$ cat config.mk
export PLATFORM = sky130hd
export DESIGN_NAME = graph_reachability_query
export DESIGN_NICKNAME = d
export VERILOG_FILES = /design/src/rtl/grq_pkg.sv /design/src/rtl/grq_ctrl.sv /design/src/rtl/grq_datapath.sv /design/src/rtl/graph_reachability_query.sv
export SDC_FILE = /design/constraint.sdc
export NUM_CORES = 2
export LEC_CHECK = 0
export BUFFER_PORTS_ARGS = -buffer_cell sky130_fd_sc_hd__buf_2
export CORE_ASPECT_RATIO = 2
export CORE_MARGIN = 2
export CORE_UTILIZATION = 40
export CTS_BUF_LIST = sky130_fd_sc_hd__clkbuf_4
export DETAILED_ROUTE_END_ITERATION = 8
export GPL_ROUTABILITY_DRIVEN = 1
export PLACE_DENSITY_LB_ADDON = 0.25
export SLEW_MARGIN = 20
export SYNTH_ARGS = -nofsm -noshare
export SYNTH_HDL_FRONTEND = slang
export SYNTH_SLANG_ARGS = --single-unit
$ cat constraint.sdc
create_clock -name clk -period 11.1 [get_ports clk]
set_input_delay 2.22 -clock clk [delete_from_list [all_inputs] [get_ports clk]]
set_output_delay 2.22 -clock clk [all_outputs]
set_load 0.005 [all_outputs]
$ cat src/rtl/grq_pkg.sv
// Shared types, constants and a helper function for the graph reachability query block.
// It depends on nothing. The controller, the datapath and the top level all import it.
package grq_pkg;

	localparam int NODE_W = 32;
	localparam int IDX_W  = 5;
	localparam int CNT_W  = 6;

	localparam logic OP_WRITE = 1'b0;
	localparam logic OP_QUERY = 1'b1;

	typedef struct packed {
		logic accept;
		logic quick_out;
		logic init;
		logic step;
		logic finish_hit;
		logic finish_miss;
	} grq_cmd_t;

	typedef struct packed {
		logic quick;
		logic hit;
		logic empty;
	} grq_stat_t;

	// Returns the index of the lowest set bit. Returns zero for an empty vector.
	function automatic logic [IDX_W-1:0] lowest_set(input logic [NODE_W-1:0] v);
		logic [IDX_W-1:0] r;
		r = '0;
		for (int i = NODE_W - 1; i >= 0; i--) begin
			if (v[i]) begin
				r = IDX_W'(i);
			end
		end
		return r;
	endfunction

endpackage

$ cat src/rtl/grq_ctrl.sv
// Controller state machine for the graph reachability query block.
// It depends on grq_pkg and drives the datapath only through grq_cmd_t and grq_stat_t.
module grq_ctrl
	import grq_pkg::*;
(
	input  logic      clk,
	input  logic      arst_n,
	input  logic      start,
	input  grq_stat_t stat,
	output grq_cmd_t  cmd,
	output logic      busy
);

	localparam logic ST_IDLE   = 1'b0;
	localparam logic ST_SEARCH = 1'b1;

	logic state_q;
	logic state_d;

	always_comb begin
		cmd     = '0;
		state_d = state_q;
		unique case (state_q)
			ST_IDLE: begin
				cmd.accept    = start;
				cmd.quick_out = start && stat.quick;
				cmd.init      = start && !stat.quick;
				if (start && !stat.quick) begin
					state_d = ST_SEARCH;
				end
			end
			ST_SEARCH: begin
				// An empty pending set means the target was never reached.
				priority if (stat.empty) begin
					cmd.finish_miss = 1'b1;
					state_d         = ST_IDLE;
				end else if (stat.hit) begin
					cmd.finish_hit = 1'b1;
					state_d        = ST_IDLE;
				end else begin
					cmd.step = 1'b1;
				end
			end
			default: begin
				state_d = ST_IDLE;
			end
		endcase
	end

	always_ff @(posedge clk or negedge arst_n) begin
		if (!arst_n) begin
			state_q <= ST_IDLE;
		end else begin
			state_q <= state_d;
		end
	end

	assign busy = (state_q == ST_SEARCH);

endmodule

$ cat src/rtl/grq_datapath.sv
// Datapath of the graph reachability query block: adjacency rows, search sets and result registers.
// It depends on grq_pkg and is driven by grq_ctrl through grq_cmd_t.
module grq_datapath
	import grq_pkg::*;
#(
	parameter int MAX_NODES = 32
) (
	input  logic              clk,
	input  logic              arst_n,
	input  grq_cmd_t          cmd,
	output grq_stat_t         stat,
	input  logic [CNT_W-1:0]  node_count,
	input  logic              operation,
	input  logic [IDX_W-1:0]  source_node,
	input  logic [IDX_W-1:0]  target_node,
	input  logic [NODE_W-1:0] row_bits,
	output logic              done,
	output logic              reachable,
	output logic              index_error
);

	localparam int ROWS  = (MAX_NODES < NODE_W) ? MAX_NODES : NODE_W;
	localparam int ROW_W = (ROWS > 1) ? $clog2(ROWS) : 1;
	localparam logic [CNT_W:0] MAX_N = (CNT_W + 1)'(MAX_NODES);

	logic [NODE_W-1:0] rows_q [ROWS];
	logic [NODE_W-1:0] visited_q;
	logic [NODE_W-1:0] pending_q;
	logic [NODE_W-1:0] mask_q;
	logic [IDX_W-1:0]  dst_q;
	logic              done_q;
	logic              reach_q;
	logic              err_q;

	logic [CNT_W:0]    count_ext;
	logic [CNT_W:0]    live;
	logic [NODE_W-1:0] live_mask;
	logic              src_bad;
	logic              dst_bad;
	logic              quick_err;
	logic              quick_reach;
	logic              src_in_rows;
	logic [IDX_W-1:0]  cur;
	logic [NODE_W-1:0] cur_bit;
	logic [NODE_W-1:0] fresh;
	logic [NODE_W-1:0] src_bit;

	// A node count above the storage size saturates.
	assign count_ext = {1'b0, node_count};
	assign live      = (count_ext > MAX_N) ? MAX_N : count_ext;

	always_comb begin
		for (int i = 0; i < NODE_W; i++) begin
			live_mask[i] = ((CNT_W + 1)'(i) < live);
		end
	end

	assign src_bad     = ({2'b0, source_node} >= live);
	assign dst_bad     = ({2'b0, target_node} >= live);
	assign quick_err   = (operation == OP_WRITE) ? src_bad : (src_bad || dst_bad);
	assign quick_reach = (operation == OP_QUERY) && !quick_err && (source_node == target_node);
	assign src_in_rows = ({2'b0, source_node} < MAX_N);
	assign src_bit     = NODE_W'(1) << source_node;

	// One expansion a cycle: the lowest pending node, then its unvisited successors.
	assign cur     = lowest_set(pending_q);
	assign cur_bit = NODE_W'(1) << cur;
	assign fresh   = rows_q[cur[ROW_W-1:0]] & mask_q & ~visited_q;

	assign stat.quick = (operation == OP_WRITE) || quick_err || (source_node == target_node);
	assign stat.hit   = (cur == dst_q);
	assign stat.empty = (pending_q == '0);

	always_ff @(posedge clk or negedge arst_n) begin
		if (!arst_n) begin
			for (int i = 0; i < ROWS; i++) begin
				rows_q[i] <= '0;
			end
		end else if (cmd.accept && (operation == OP_WRITE) && src_in_rows) begin
			rows_q[source_node[ROW_W-1:0]] <= row_bits;
		end
	end

	always_ff @(posedge clk or negedge arst_n) begin
		if (!arst_n) begin
			visited_q <= '0;
			pending_q <= '0;
			done_q    <= 1'b0;
		end else begin
			done_q <= cmd.quick_out || cmd.finish_hit || cmd.finish_miss;
			priority if (cmd.init) begin
				visited_q <= src_bit;
				pending_q <= src_bit;
			end else if (cmd.step) begin
				visited_q <= visited_q | fresh;
				pending_q <= (pending_q & ~cur_bit) | fresh;
			end else if (cmd.finish_hit || cmd.finish_miss) begin
				pending_q <= '0;
			end
		end
	end

	always_ff @(posedge clk) begin
		if (cmd.init) begin
			dst_q  <= target_node;
			mask_q <= live_mask;
		end
		priority if (cmd.quick_out) begin
			reach_q <= quick_reach;
			err_q   <= quick_err;
		end else if (cmd.finish_hit) begin
			reach_q <= 1'b1;
			err_q   <= 1'b0;
		end else if (cmd.finish_miss) begin
			reach_q <= 1'b0;
			err_q   <= 1'b0;
		end
	end

	assign done        = done_q;
	assign reachable   = reach_q;
	assign index_error = err_q;

endmodule

$ cat src/rtl/graph_reachability_query.sv
// Graph reachability query: top level with the APB register port, the controller and the datapath.
// A row write, an out-of-range query or a self query gives its word in the cycle after start is taken.
// A search query gives its word once the search ends in a hit or an empty pending set.
// The search expands each live node at most once, and the datapath expands one node per cycle.
// Results are strobed on done for one cycle and cannot be stalled; busy is high during a search.
// arst_n clears the adjacency rows and the search sets, and sets node_count to 32.
module graph_reachability_query
	import grq_pkg::*;
#(
	parameter int MAX_NODES = 32
) (
	input  logic              clk,
	input  logic              arst_n,
	// Command channel. A word is taken at an edge where start is high and busy is low.
	input  logic              start,
	output logic              busy,
	input  logic              operation,
	input  logic [IDX_W-1:0]  source_node,
	input  logic [IDX_W-1:0]  target_node,
	input  logic [NODE_W-1:0] row_bits,
	// Result channel. One word per command, valid while done is high.
	output logic              done,
	output logic              reachable,
	output logic              index_error,
	// APB configuration port. The node_count register is at byte address zero.
	input  logic              psel,
	input  logic              penable,
	input  logic              pwrite,
	input  logic [2:0]        paddr,
	input  logic [31:0]       pwdata,
	output logic [31:0]       prdata,
	output logic              pready
);

	localparam logic REG_NODE_COUNT = 1'b0;
	localparam logic [CNT_W-1:0] NODE_COUNT_RESET = CNT_W'(32);

	logic [CNT_W-1:0] node_count_q;
	logic             cfg_write;
	grq_cmd_t         cmd;
	grq_stat_t        stat;

	// The register is written in the access phase of an APB write. Writes with
	// paddr[2] set complete but change nothing.
	assign pready    = 1'b1;
	assign cfg_write = psel && penable && pwrite && (paddr[2] == REG_NODE_COUNT);

	always_ff @(posedge clk or negedge arst_n) begin
		if (!arst_n) begin
			node_count_q <= NODE_COUNT_RESET;
		end else if (cfg_write) begin
			node_count_q <= pwdata[CNT_W-1:0];
		end
	end

	assign prdata = (paddr[2] == REG_NODE_COUNT) ? {{(32 - CNT_W){1'b0}}, node_count_q} : '0;

	// The controller sequences each command. Writes and trivial queries finish in the
	// accept cycle. A real query moves into the search state until a hit or an empty pending set.
	grq_ctrl u_ctrl (
		.clk    (clk),
		.arst_n (arst_n),
		.start  (start),
		.stat   (stat),
		.cmd    (cmd),
		.busy   (busy)
	);

	// The datapath holds the adjacency rows and the visited and pending sets, and it
	// registers every result word.
	grq_datapath #(
		.MAX_NODES (MAX_NODES)
	) u_datapath (
		.clk         (clk),
		.arst_n      (arst_n),
		.cmd         (cmd),
		.stat        (stat),
		.node_count  (node_count_q),
		.operation   (operation),
		.source_node (source_node),
		.target_node (target_node),
		.row_bits    (row_bits),
		.done        (done),
		.reachable   (reachable),
		.index_error (index_error)
	);

endmodule

==> out/summary.txt <==
Status - finished clean
CP endpoint kind - flip-flop
Hold slack - 0.456 ns
Avg WL per Cell - 28.9 um
CTS tree - built
Vias in the first global route - 39.7k
Yosys top cell area share - 50.9%
Most common cell type on the critical path - buf_4
Die area - 138000 um^2
CP Depth - 13
DR vias - 38.9k
Sw Ratio - 49.0%
Post-synthesis sequential area ratio - 53.1%
H-tree levels - 5
Critical path's largest stage delay - 0.92 ns
Tmin final - 5.71 ns
Post-CTS Hold Buffers - 0
Wirelength, routed - 187000 um
RSZ-0062 raised after global routing - no
Core ar. - 134000 um^2
All-Layer GR Usage - 27.0%
TNS Setup - 0 ns
FILL cells - 12.6k
Initial DRC Count - 3013
Fin area - 59000 um^2
Commonest non-fill, non-tap cell in the layout - dfrtp_1
Total grt overflow - 0
Cell count after synthesis - 4508
Layout cell share with drive strength beyond 1 - 36.7%
Initial antenna violation count - 13
Buffer and inverter count on the worst path - 3
RePlAce Congestion - 0.974
CTS Buf Count - 271
CTS sink cnt - 1135
Hold Crit Class - flip-flop to flip-flop
Pin slew with the least headroom to its limit - 1.26 ns
Number of flops mapped to enable cells by yosys - 39
Crit-path slowest cell - nor4_1
Yosys warns - 0
Cell area after placement - 55500 um^2
Worst-path maximum fanout - 29
Synth async-reset ratio - 96.6%
Resize count post-CTS - 0
Worst EP required - 12.08 ns
Seq pwr share - 28.4%
Critical Path Source Type - flip-flop
Hold path cells - 1
Largest net degree at the start of global routing - 187
Setup CP Type - flip-flop to flip-flop
Dominant delay contributor by cell family on the critical path - simple AND/OR/NAND/NOR gates
Logic pwr share - 52.4%
Pint - 0.00929 W
Boundary Pins - 121
Count of cell types in the netlist - 84
Final Hold Fails - 0
Slew HR - 15.4%
Period utilization - 51.4%
P_leak - 28.2 nW
Max Transition Viols Final - 0
Max-Cap Viols - 0
# rows - 190
CP arrival - 6.69 ns
Ys flop type - dfrtp_1
Commonest cells after routing, fill and taps aside - 1095 x dfrtp_1, 1058 x mux2_2, 613 x nand2_1, 404 x clkbuf_4, 160 x nand3_1
Util after Layout - 44.1%
Inst Count DP - 6004
P_sw - 0.00894 W
Syn Area/Cell - 11.9 um^2
Peak supply drop - 0.000448 V
Multi-input logic area - 23500 um^2
Buffers on Ports - 65
DRC - 0
Detailed Place HPWL - 112000 um
Post-CTS Setup Bufs - 0
Area contributors post-synth - dfrtp_1 51%, mux2_2 22%, nand2_1 4.5%
Sequential Area - 28600 um^2
CTS Root Buffer Type - clkbuf_4
Power per cell area - 309 nW/um^2
1st-pass router iterations - 6
CTS max path bufs - 4
Layout Nets - 4645
Clock Power Share - 19.3%
Clock-pin slew on the worst setup and hold paths - 0.08 ns
Cell taking the most area after synthesis - dfrtp_1
Clock latency on the worst-skew pair - 1.13 ns
Die Wd - 263 um
Synth-to-Final Area Change - 9.54%
Synth Register Bits - 1135
Ratio of routed vias to standard cells - 6.01
Starting density of the core - 40.2%
Synth Cell Area - 53900 um^2
Worst reg-to-reg path cell count - 13
Die height - 523 um
Fmax - 175 MHz
Crit path cell chain - nor4_1 > o211a_1 > o21ai_2 > buf_4 > nand2_4 > buf_4 > nand2_1 > buf_4 > a211oi_1 > a311o_1 > nor2b_1 > o41ai_1 > a31oi_1
Post-route ant nets - 0
First-pass GRT wire length - 272000 um
Final Skew - 0.0680 ns
Count of final setup violators - 0
Post-route insts no fill - 6470
==> metrics by stage <==
stage	worst slack, ns	power (W)
global route	5.29	0.0190
finish	5.39	0.0182
detailed placement	5.48	0.0147
CTS	5.49	0.0182
global placement	5.48	0.0146
floorplan	5.75	0.0110
==> metal layers <==
layer	track usage (%)	vias to the layer above	routed length, um
li1	-	16400	-
met1	30.1	20300	68200
met3	4.62	567	11000
met4	18.0	12	13400
met5	0	-	67
met2	47.2	1522	94300
==> power by group through the flow <==
stage	Clock (W)	Combinational (W)	Sequential [W]
floorplan	0	0.00594	0.00510
global placement	0	0.00939	0.00520
detailed placement	0	0.00943	0.00523
CTS	0.00360	0.00947	0.00515
global route	0.00380	0.00995	0.00523
finish	0.00351	0.00955	0.00517
==> path summary, 6_finish.rpt <==
path / startpoint / slack (ns) / endpoint
setup / recovery: u_datapath.pending_q[21] / 5.39 / u_datapath.pending_q[30]
hold / removal: u_datapath.visited_q[21] / 0.46 / u_datapath.pending_q[21]
setup reg to reg: u_datapath.pending_q[21] / 5.39 / u_datapath.pending_q[30]
hold reg to reg: u_datapath.visited_q[21] / 0.46 / u_datapath.pending_q[21]
max in group asynchronous: arst_n / 7.66 / u_datapath.rows_q[795]
min in group asynchronous: arst_n / 1.07 / u_datapath.rows_q[998]
==> flip-flops by register name, indices dropped and copies added (netlist names) <==
register	flops
u_datapath.index_error	1
u_datapath.mask_q	32
u_datapath.reachable	1
u_datapath.pending_q	32
u_datapath.dst_q	5
node_count_q	6
u_ctrl.busy	1
u_datapath.done	1
u_datapath.rows_q	1024
u_datapath.visited_q	32
==> area by class of cell <==
cell class	instances	area share [%]
Multi-Input combinational cell	2944	39.8
Clock buffer	404	5.14
Inverter	34	0.216
Clock inverter	55	0.628
Antenna cell	5	0.0212
Tap cell	1728	3.66
Sequential cell	1135	48.5
Timing Repair Buffer	165	2.08
==> synth_stat cells (all sizes together) (6+ instances only) <==
library cell	instances
a21oi	80
a221oi	30
and3	87
nand2	644
o32a	12
a22o	26
a221o	9
mux2	1061
o221ai	12
dfrtp	1095
a211oi	56
or4	6
a21o	10
o21ai	97
or3	7
a2111oi	15
a311o	8
nand4	10
a31oi	49
nor2b	18
o211ai	20
nor4	16
a22oi	6
edfxtp	39
mux2i	121
buf	238
clkbuf	182
ha	10
o311ai	14
o31ai	19
nor2	86
and2	7
nand2b	13
inv	34
nor3	20
mux4	28
a311oi	50
a211o	8
nand3	161
o22ai	28
o21a	14
==> cells by family after synthesis <==
family                     count (synthesis)  synth area share [%]
AOI/OAI and AO/OA                        601                  8.01
xor gates and xnor gates                   5                0.0813
adders and majority gates                 10                 0.232
buffers and inverters                    454                  3.94
DFF                                     1135                  53.1
muxes                                   1210                  25.6
other                                      2                0.0139
and+or+nand+nor                         1091                  9.02
No activity file was read; power rests on OpenSTA's default activity.
